File: src/rtl/spc_pkg.sv
// ----------------------------------------------------------------------------
// spc_pkg: shared types and constants of the stick position calibrator
// Action codes, field widths, scaling constants and default parameters.
// ----------------------------------------------------------------------------
package spc_pkg;

  localparam int unsigned ACTION_W  = 3;
  localparam int unsigned CHANNEL_W = 3;
  localparam int unsigned POS_W     = 10;
  localparam int unsigned COUNT_W   = 8;
  localparam int unsigned CFG_W     = 8;

  localparam int unsigned HALF_SCALE   = 500;
  localparam int unsigned FULL_SCALE   = 1000;
  localparam int unsigned EDGE_DIVISOR = 20;
  localparam int unsigned COUNT_MAX    = 255;

  localparam int unsigned DEF_NUM_CHANNELS = 8;
  localparam int unsigned DEF_SAMPLE_BITS  = 12;

  typedef enum logic [ACTION_W-1:0] {
    ACT_CONVERT     = 3'd0,
    ACT_EDGE_SAMPLE = 3'd1,
    ACT_EDGE_FINISH = 3'd2,
    ACT_MID_SAMPLE  = 3'd3,
    ACT_MID_FINISH  = 3'd4
  } action_e;

endpackage

File: src/rtl/spc_div.sv
// ----------------------------------------------------------------------------
// spc_div: radix-2 serial divider
// Restoring division, one quotient bit per cycle. The dividend bits sit in a
// shift register that takes the quotient bits in at the bottom; the caller
// preloads the partial remainder and the number of steps.
// ----------------------------------------------------------------------------
module spc_div import spc_pkg::*; #(
  parameter int unsigned DIV_W = DEF_SAMPLE_BITS,
  parameter int unsigned QUO_W = DEF_SAMPLE_BITS
) (
  input  logic                       clk_i,
  input  logic                       rst_ni,
  input  logic                       start_i,
  input  logic [$clog2(QUO_W+1)-1:0] steps_i,
  input  logic [DIV_W-1:0]           rem_i,
  input  logic [QUO_W-1:0]           num_i,
  input  logic [DIV_W-1:0]           den_i,
  output logic                       done_o,
  output logic [QUO_W-1:0]           quo_o
);

  localparam int unsigned CNT_W = $clog2(QUO_W + 1);

  logic               busy_q;
  logic               done_q;
  logic [CNT_W-1:0]   cnt_q;
  logic [DIV_W-1:0]   rem_q;
  logic [DIV_W-1:0]   den_q;
  logic [QUO_W-1:0]   num_q;
  logic [DIV_W:0]     shifted;
  logic [DIV_W+1:0]   trial;
  logic               fits;

  always_comb begin
    shifted = {rem_q, num_q[QUO_W-1]};
    trial   = {1'b0, shifted} - {2'b00, den_q};
    fits    = ~trial[DIV_W+1];
  end

  always_ff @(posedge clk_i or negedge rst_ni) begin
    if (!rst_ni) begin
      busy_q <= 1'b0;
      done_q <= 1'b0;
      cnt_q  <= '0;
    end else begin
      done_q <= 1'b0;
      if (start_i) begin
        busy_q <= 1'b1;
        cnt_q  <= steps_i;
      end else if (busy_q) begin
        cnt_q <= cnt_q - CNT_W'(1);
        if (cnt_q == CNT_W'(1)) begin
          busy_q <= 1'b0;
          done_q <= 1'b1;
        end
      end
    end
  end

  always_ff @(posedge clk_i) begin
    if (start_i) begin
      rem_q <= rem_i;
      num_q <= num_i;
      den_q <= den_i;
    end else if (busy_q) begin
      rem_q <= fits ? trial[DIV_W-1:0] : shifted[DIV_W-1:0];
      num_q <= {num_q[QUO_W-2:0], fits};
    end
  end

  assign done_o = done_q;
  assign quo_o  = num_q;

endmodule

File: src/rtl/stick_position_calibrator.sv
// ----------------------------------------------------------------------------
// stick_position_calibrator: per-channel stick and knob conditioner
// Maps raw samples to 0..1000 around a calibrated centre, tracks end points
// and averages centre samples, one request at a time.
// ----------------------------------------------------------------------------
//  channel  direction  handshake                   payload
//  in       input      in_valid_i / in_stall_o     action_i, channel_i, sample_i
//  out      output     out_valid_o / out_stall_i   position_o, new_extreme_o,
//                                                  count_full_o
//  cfg      input      cfg_valid_i / cfg_ready_o   cfg_data_i (reverse mask)
//
//  Acceptance to output register: a request passes the PREP state, then the DIV
//  state if it divides (a saturated convert does not), where the radix-2 divider
//  yields one quotient bit a cycle, then DONE, which loads the output register.
//  Reset is asynchronous and loads the limit, centre and sum defaults at once.
//  A result waits in the output register while out_stall_i is high; the next
//  request is taken meanwhile and held before its hand-over until it frees.
// ----------------------------------------------------------------------------
module stick_position_calibrator import spc_pkg::*; #(
  parameter int unsigned NUM_CHANNELS = DEF_NUM_CHANNELS,
  parameter int unsigned SAMPLE_BITS  = DEF_SAMPLE_BITS
) (
  input  logic                   clk_i,
  input  logic                   rst_ni,
  input  logic                   in_valid_i,
  output logic                   in_stall_o,
  input  logic [ACTION_W-1:0]    action_i,
  input  logic [CHANNEL_W-1:0]   channel_i,
  input  logic [SAMPLE_BITS-1:0] sample_i,
  output logic                   out_valid_o,
  input  logic                   out_stall_i,
  output logic [POS_W-1:0]       position_o,
  output logic                   new_extreme_o,
  output logic                   count_full_o,
  input  logic                   cfg_valid_i,
  output logic                   cfg_ready_o,
  input  logic [CFG_W-1:0]       cfg_data_i
);

  localparam int unsigned SB     = SAMPLE_BITS;
  localparam int unsigned QW     = (SB > POS_W) ? SB : POS_W;
  localparam int unsigned PROD_W = SB + $clog2(HALF_SCALE + 1);
  localparam int unsigned SUM_W  = SB + COUNT_W;
  localparam int unsigned CNT_W  = $clog2(QW + 1);
  localparam int unsigned CH_W   = (NUM_CHANNELS > 1) ? $clog2(NUM_CHANNELS) : 1;
  localparam logic [SB-1:0] CENTRE_RST = SB'(1) << (SB - 1);

  typedef enum logic [1:0] {
    ST_IDLE,
    ST_PREP,
    ST_DIV,
    ST_DONE
  } state_e;

  state_e                 state_q;
  logic [ACTION_W-1:0]    action_q;
  logic [CHANNEL_W-1:0]   channel_q;
  logic [SB-1:0]          sample_q;
  logic [CFG_W-1:0]       rev_mask_q;

  logic [SB-1:0]          low_q    [NUM_CHANNELS];
  logic [SB-1:0]          high_q   [NUM_CHANNELS];
  logic [SB-1:0]          centre_q [NUM_CHANNELS];
  logic [SUM_W-1:0]       sum_q    [NUM_CHANNELS];
  logic [COUNT_W-1:0]     count_q  [NUM_CHANNELS];

  logic [POS_W-1:0]       res_pos_q;
  logic                   res_ext_q;
  logic                   res_full_q;
  logic                   out_valid_q;
  logic [POS_W-1:0]       out_pos_q;
  logic                   out_ext_q;
  logic                   out_full_q;

  logic [CH_W-1:0]        ch_idx;
  logic                   ch_ok;
  logic                   rev;
  logic [SB-1:0]          mid;
  logic [SB-1:0]          lo;
  logic [SB-1:0]          hi;
  logic [SUM_W-1:0]       sum;
  logic [COUNT_W-1:0]     cnt;
  logic                   above;
  logic [SB-1:0]          diff;
  logic [SB:0]            span_s;
  logic [SB-1:0]          span;
  logic [PROD_W-1:0]      prod;
  logic [SB-2:0]          prod_hi;
  logic                   conv_over;
  logic                   edge_pos;
  logic [POS_W-1:0]       quo_off;
  logic                   out_load;

  logic                   div_start;
  logic [CNT_W-1:0]       div_steps;
  logic [SB-1:0]          div_rem;
  logic [QW-1:0]          div_num;
  logic [SB-1:0]          div_den;
  logic                   div_done;
  logic [QW-1:0]          div_quo;

  function automatic logic [POS_W-1:0] map_pos(input logic up, input logic mirror,
                                               input logic [POS_W-1:0] off);
    logic [POS_W-1:0] fwd;
    fwd = up ? POS_W'(HALF_SCALE) + off : POS_W'(HALF_SCALE) - off;
    return mirror ? POS_W'(FULL_SCALE) - fwd : fwd;
  endfunction

  always_comb begin
    ch_idx    = CH_W'(channel_q);
    ch_ok     = 32'(channel_q) < NUM_CHANNELS;
    rev       = rev_mask_q[channel_q];
    mid       = centre_q[ch_idx];
    lo        = low_q[ch_idx];
    hi        = high_q[ch_idx];
    sum       = sum_q[ch_idx];
    cnt       = count_q[ch_idx];
    above     = sample_q >= mid;
    diff      = above ? sample_q - mid : mid - sample_q;
    span_s    = above ? {1'b0, hi} - {1'b0, mid} : {1'b0, mid} - {1'b0, lo};
    span      = (span_s[SB] || span_s == '0) ? SB'(1) : span_s[SB-1:0];
    prod      = PROD_W'(diff) * PROD_W'(HALF_SCALE);
    prod_hi   = prod[PROD_W-1:POS_W];
    conv_over = SB'(prod_hi) >= span;
    edge_pos  = hi > lo;
    quo_off   = (div_quo > QW'(HALF_SCALE)) ? POS_W'(HALF_SCALE) : div_quo[POS_W-1:0];
    out_load  = (state_q == ST_DONE) && (!out_valid_q || !out_stall_i);
  end

  always_comb begin
    div_start = 1'b0;
    div_steps = CNT_W'(SB);
    div_rem   = '0;
    div_num   = '0;
    div_den   = SB'(1);
    case (action_q)
      ACT_CONVERT: begin
        div_start = (state_q == ST_PREP) && ch_ok && !conv_over;
        div_steps = CNT_W'(POS_W);
        div_rem   = SB'(prod_hi);
        div_num   = QW'(prod[POS_W-1:0]) << (QW - POS_W);
        div_den   = span;
      end
      ACT_EDGE_FINISH: begin
        div_start = (state_q == ST_PREP) && ch_ok && edge_pos;
        div_num   = QW'(hi - lo) << (QW - SB);
        div_den   = SB'(EDGE_DIVISOR);
      end
      ACT_MID_FINISH: begin
        div_start = (state_q == ST_PREP) && ch_ok && (cnt != '0);
        div_rem   = SB'(sum[SUM_W-1:SB]);
        div_num   = QW'(sum[SB-1:0]) << (QW - SB);
        div_den   = SB'(cnt);
      end
      default: begin
        div_start = 1'b0;
      end
    endcase
  end

  spc_div #(
    .DIV_W (SB),
    .QUO_W (QW)
  ) u_div (
    .clk_i   (clk_i),
    .rst_ni  (rst_ni),
    .start_i (div_start),
    .steps_i (div_steps),
    .rem_i   (div_rem),
    .num_i   (div_num),
    .den_i   (div_den),
    .done_o  (div_done),
    .quo_o   (div_quo)
  );

  always_ff @(posedge clk_i or negedge rst_ni) begin
    if (!rst_ni) begin
      state_q     <= ST_IDLE;
      out_valid_q <= 1'b0;
      rev_mask_q  <= '0;
      for (int i = 0; i < NUM_CHANNELS; i++) begin
        low_q[i]    <= '1;
        high_q[i]   <= '0;
        centre_q[i] <= CENTRE_RST;
        sum_q[i]    <= '0;
        count_q[i]  <= '0;
      end
    end else begin
      if (cfg_valid_i) begin
        rev_mask_q <= cfg_data_i;
      end
      if (out_load) begin
        out_valid_q <= 1'b1;
      end else if (out_valid_q && !out_stall_i) begin
        out_valid_q <= 1'b0;
      end
      case (state_q)
        ST_IDLE: begin
          if (in_valid_i) begin
            action_q  <= action_i;
            channel_q <= channel_i;
            sample_q  <= sample_i;
            state_q   <= ST_PREP;
          end
        end
        ST_PREP: begin
          res_pos_q  <= (ch_ok && (action_q == ACT_CONVERT) && conv_over) ?
                        map_pos(above, rev, POS_W'(HALF_SCALE)) : '0;
          res_ext_q  <= ch_ok && (action_q == ACT_EDGE_SAMPLE) &&
                        ((sample_q > hi) || (sample_q < lo));
          res_full_q <= ch_ok && (action_q == ACT_MID_SAMPLE) &&
                        (cnt >= COUNT_W'(COUNT_MAX));
          state_q    <= div_start ? ST_DIV : ST_DONE;
          if (ch_ok) begin
            case (action_q)
              ACT_EDGE_SAMPLE: begin
                if (sample_q > hi) begin
                  high_q[ch_idx] <= sample_q;
                end
                if (sample_q < lo) begin
                  low_q[ch_idx] <= sample_q;
                end
              end
              ACT_MID_SAMPLE: begin
                if (cnt < COUNT_W'(COUNT_MAX)) begin
                  sum_q[ch_idx]   <= sum + SUM_W'(sample_q);
                  count_q[ch_idx] <= cnt + COUNT_W'(1);
                end
              end
              ACT_MID_FINISH: begin
                if (cnt == '0) begin
                  centre_q[ch_idx] <= sum[SB-1:0];
                  sum_q[ch_idx]    <= '0;
                end
              end
              default: begin
              end
            endcase
          end
        end
        ST_DIV: begin
          if (div_done) begin
            state_q <= ST_DONE;
            case (action_q)
              ACT_CONVERT: begin
                res_pos_q <= map_pos(above, rev, quo_off);
              end
              ACT_EDGE_FINISH: begin
                high_q[ch_idx] <= hi - div_quo[SB-1:0];
                low_q[ch_idx]  <= lo + div_quo[SB-1:0];
              end
              ACT_MID_FINISH: begin
                centre_q[ch_idx] <= div_quo[SB-1:0];
                sum_q[ch_idx]    <= '0;
                count_q[ch_idx]  <= '0;
              end
              default: begin
                res_pos_q <= '0;
              end
            endcase
          end
        end
        ST_DONE: begin
          if (out_load) begin
            out_pos_q  <= res_pos_q;
            out_ext_q  <= res_ext_q;
            out_full_q <= res_full_q;
            state_q    <= ST_IDLE;
          end
        end
        default: begin
          state_q <= ST_IDLE;
        end
      endcase
    end
  end

  assign in_stall_o    = (state_q != ST_IDLE);
  assign out_valid_o   = out_valid_q;
  assign position_o    = out_pos_q;
  assign new_extreme_o = out_ext_q;
  assign count_full_o  = out_full_q;
  assign cfg_ready_o   = 1'b1;

endmodule
File: config.mk
export PLATFORM = sky130hd
export DESIGN_NAME = stick_position_calibrator
export DESIGN_NICKNAME = d
export VERILOG_FILES = /design/src/rtl/spc_pkg.sv /design/src/rtl/spc_div.sv /design/src/rtl/stick_position_calibrator.sv
export SDC_FILE = /design/constraint.sdc
export NUM_CORES = 2
export LEC_CHECK = 0
export BUFFER_PORTS_ARGS = -buffer_cell sky130_fd_sc_hd__buf_2
export CAP_MARGIN = 10
export CORE_ASPECT_RATIO = 1.25
export CORE_UTILIZATION = 60
export DETAILED_ROUTE_END_ITERATION = 8
export GPL_TIMING_DRIVEN = 0
export PLACE_DENSITY = 0.79
export REMOVE_ABC_BUFFERS = 1
export SKIP_LAST_GASP = 1
export SLEW_MARGIN = 20
export SYNTH_ARGS = -nofsm -noshare
export SYNTH_HDL_FRONTEND = slang
export SYNTH_SLANG_ARGS = --single-unit
export TNS_END_PERCENT = 100
File: constraint.sdc
create_clock -name clk_i -period 29.2 [get_ports clk_i]
set_input_delay 8.76 -clock clk_i [delete_from_list [all_inputs] [get_ports clk_i]]
set_output_delay 8.76 -clock clk_i [all_outputs]
set_load 0.01 [all_outputs]
==> results.md <==
* IO buf count at 44
* Initial Util at 0.608
* Share of cells above drive strength 1 at 0.208
* Top achievable clock speed at 76.9 MHz
* Core Box Area at 58300 um2
* Yosys top cell by area: dfrtp_1
* CP required at 29.42 ns
* Worst Setup SP: ch_idx[1]$_DFFE_PP_
* Insertion delay to the later sink of the worst-skew pair at 0.63 ns
* Drt pass-1 iters at 6
* WL final at 106 mm
* Worst Hold Class: flop to flop
* Relative slew margins at 0.190
* Diode count at 0
* Vias in the first global route at 28300
* Worst path slowest cell: edfxtp_1
* Number of synthesized flops with an enable pin at 78
* Worst-margin pin slew at 1.22 ns
* Dpl hpwl at 75.4 mm
* Routed Antenna Nets at 0
* Sink Count at 607
* WS Path Type: flop to flop
* DRC viols at 0
* CTS tree: done
* CP max stage delay at 0.83 ns
* H-tree Lvls at 2
* Global placer's final weighted congestion at 1.02
* Fin cells at 4129
* Largest net degree at the start of global routing at 108
* Fin crit share at 0.445
* Rows at 99
* Mean post-synth cell area at 10.6 um2
* Cell count after synthesis at 3334
* Flops & latches, synth at 607
* Fin nets at 3594
* Initial antenna violation count at 3
* CP Max Fanout at 35
* Arrival time worst endpoint at 13.22 ns
* Seq/Total Area, Yosys at 0.443
* Total Neg Setup Slack at 0 ns
* Post-synth ARST share at 0.871
* Iter 0 DRT Violations at 2699
* Synth Cell Area at 35500 um2
* Setup bufs post-CTS at 0
* # fillers at 4286
* GRT overflow at 0
* Hold path startpoint: res_pos_q[3]$_DFFE_PP_
* Placed cells at 4019
* Hold buffers post-CTS at 0
* Die width at 219 um
* DR vias/cell at 6.77
* Final setup viols at 0
* Routed len/inst at 25.6 um
* Status: finished clean
* Die Height at 274 um
* Delay-heaviest family, CP: simple AND/OR/NAND/NOR gates
* Io pins at 46
* Die area at 60100 um2
* Top-area cell type share of the netlist area at 0.300
* Synth cell types at 85
* Crit end category: flop
* Total GRT Usage at 0.356
* Clock root buffer: clkbuf_16
* Area grow syn2layout at 9.44%
* CP bufs+invs at 9
* CTS clk-pin slew, worst paths at 0.06 ns
* Slew Viols, Final at 0
* Via count at 27900
* Final Hold Fails at 0
* Post_cts resized at 0
* First-pass GRT wire length at 163 mm
* Post-synth top flop: dfrtp_1
* Clock Tree Buf Depth at 3
* Unrepaired setup endpoints after global routing: no
* YS warnings at 0
* RR Startpoint: ch_idx[1]$_DFFE_PP_
* Max-Cap Viols at 0
* Worst Clk Skew at 0.0201 ns
* Reg2Reg Setup Slack at 16.20 ns
* Startpoint Class: flop
* Area contributors post-synth: dfrtp_1 (30%), mux2_2 (10%), dfstp_2 (7.7%), ha_1 (6.9%), edfxtp_1 (6.6%)
* Number of CTS-inserted buffers at 58
* Minimum clock period at 13.00 ns
-- cells by family after synthesis --
| family | synth area share |
|---|---|
| AOI/OAI and AO/OA | 0.160 |
| xor gates and xnor gates | 0.0267 |
| adders and majority gates | 0.0945 |
| buffers and inverters | 0.0363 |
| DFF | 0.443 |
| muxes | 0.133 |
| other | 0.000106 |
| and+or+nand+nor | 0.106 |
-- per-layer routing --
layer,GRT usage,share of wire
met4,0.220,0.067
met2,0.557,0.46
met1,0.455,0.38
met3,0.0728,0.093
met5,0,0.00012
-- registers in the layout, indices dropped and copies added, names as in the netlist, 12 cells and up --
| name | cells |
|---|---|
| centre_q | 96 |
| count_q | 64 |
| high_q | 96 |
| low_q | 96 |
| sample_q | 12 |
| sum_q | 160 |
| u_div.den_q | 12 |
| u_div.quo_o | 12 |
| u_div.rem_q | 12 |
-- per-stage QoR --
| step | cell area, um2 | utilization | hold WS [ns] | setup WS (ns) |
|---|---|---|---|---|
| finish | 38800 | 0.665 | 0.419 | 16.20 |
| global route | 38800 | 0.665 | 0.434 | 15.49 |
| CTS | 38800 | 0.665 | 0.420 | 16.36 |
| detailed placement | 36800 | 0.631 | 0.405 | 16.41 |
| global placement | 36000 | 0.616 | 0.405 | 5.91 |
| floorplan | 34800 | - | 0.400 | 14.23 |
-- path summary, 6_finish.rpt --
check | end | cells past startpoint
setup reg to reg | u_div.quo_o[6]$_DFFE_PP_ | 40
min in group asynchronous | high_q[62]$_DFFE_PN0P_ | 1
hold / removal | position_o[3]$_DFFE_PP_ | 0
hold reg to reg | position_o[3]$_DFFE_PP_ | 0
max in group asynchronous | sum_q[44]$_DFFE_PN0P_ | 4
setup / recovery | u_div.quo_o[6]$_DFFE_PP_ | 40
-- worst register-to-register path: cells and delay by family (launching register included) --
family,cells,cell delay [ns]
simple gates,12,3.48
compound gates,10,2.74
buf+inv,9,1.71
mux,1,0.11
xor+xnor,1,0.68
flops,1,0.83
fa+ha+maj,7,3.00
-- Yosys cell counts (all sizes together), types with 8 or more instances --
cell,number
mux4,14
xor2,38
dfrtp,425
inv,164
nor3,59
o211ai,21
a2111oi,8
nand2b,25
o2bb2ai,37
mux2i,70
a221oi,14
o21ai,242
clkbuf,117
nor2b,26
or2,16
a21oi,109
and4,24
nand3,50
o22ai,24
nand4,21
dfstp,104
mux2,330
a211oi,22
a32o,16
o21a,20
nor2,172
and3,15
edfxtp,78
xnor2,70
ha,196
a31oi,18
a22o,40
buf,47
nand2,319
nand3b,9
a21o,38
a22oi,156
fa,45
and2,19
or3,16
-- layout make-up --
type / count / area [um2] / area share
multi-input cells: 2399 / 18600 / 0.479
flip-flops and latches: 607 / 15700 / 0.405
clock buffers: 89 / 1800 / 0.0464
repair buffers: 92 / 977 / 0.0252
well taps: 757 / 947 / 0.0244
inverters: 164 / 616 / 0.0159
clock inverters: 21 / 174 / 0.00448
-- cells in the final DEF (no fill, tap or decap), types with 16 or more instances in the layout --
cell type,synthesis,final
edfxtp_1,78,78
mux2i_1,70,70
nand4_1,21,21
a211oi_1,22,22
nand3_1,50,50
nand2b_1,25,24
o21ai_0,236,235
buf_2,29,43
xnor2_1,70,70
ha_1,196,195
clkbuf_8,0,19
o2bb2ai_1,37,37
o211ai_1,21,21
and2_1,19,16
fa_1,45,45
nor2_1,172,171
a32o_1,16,16
o22ai_1,24,24
dfrtp_1,425,425
nand2_1,311,309
inv_1,164,164
dfstp_2,104,104
nor2b_1,26,26
nor3_1,57,53
xor2_1,38,38
a31oi_1,18,18
or3_1,16,16
o21a_1,20,20
clkbuf_16,0,60
a22oi_1,156,156
mux2_2,330,330
and4_1,24,24
a22o_1,40,40
a21o_1,38,38
a21oi_1,109,107
Power is left out: the tool's default activity adds up to more than one toggle a clock period on the data nets, which glitch-free logic cannot reach.
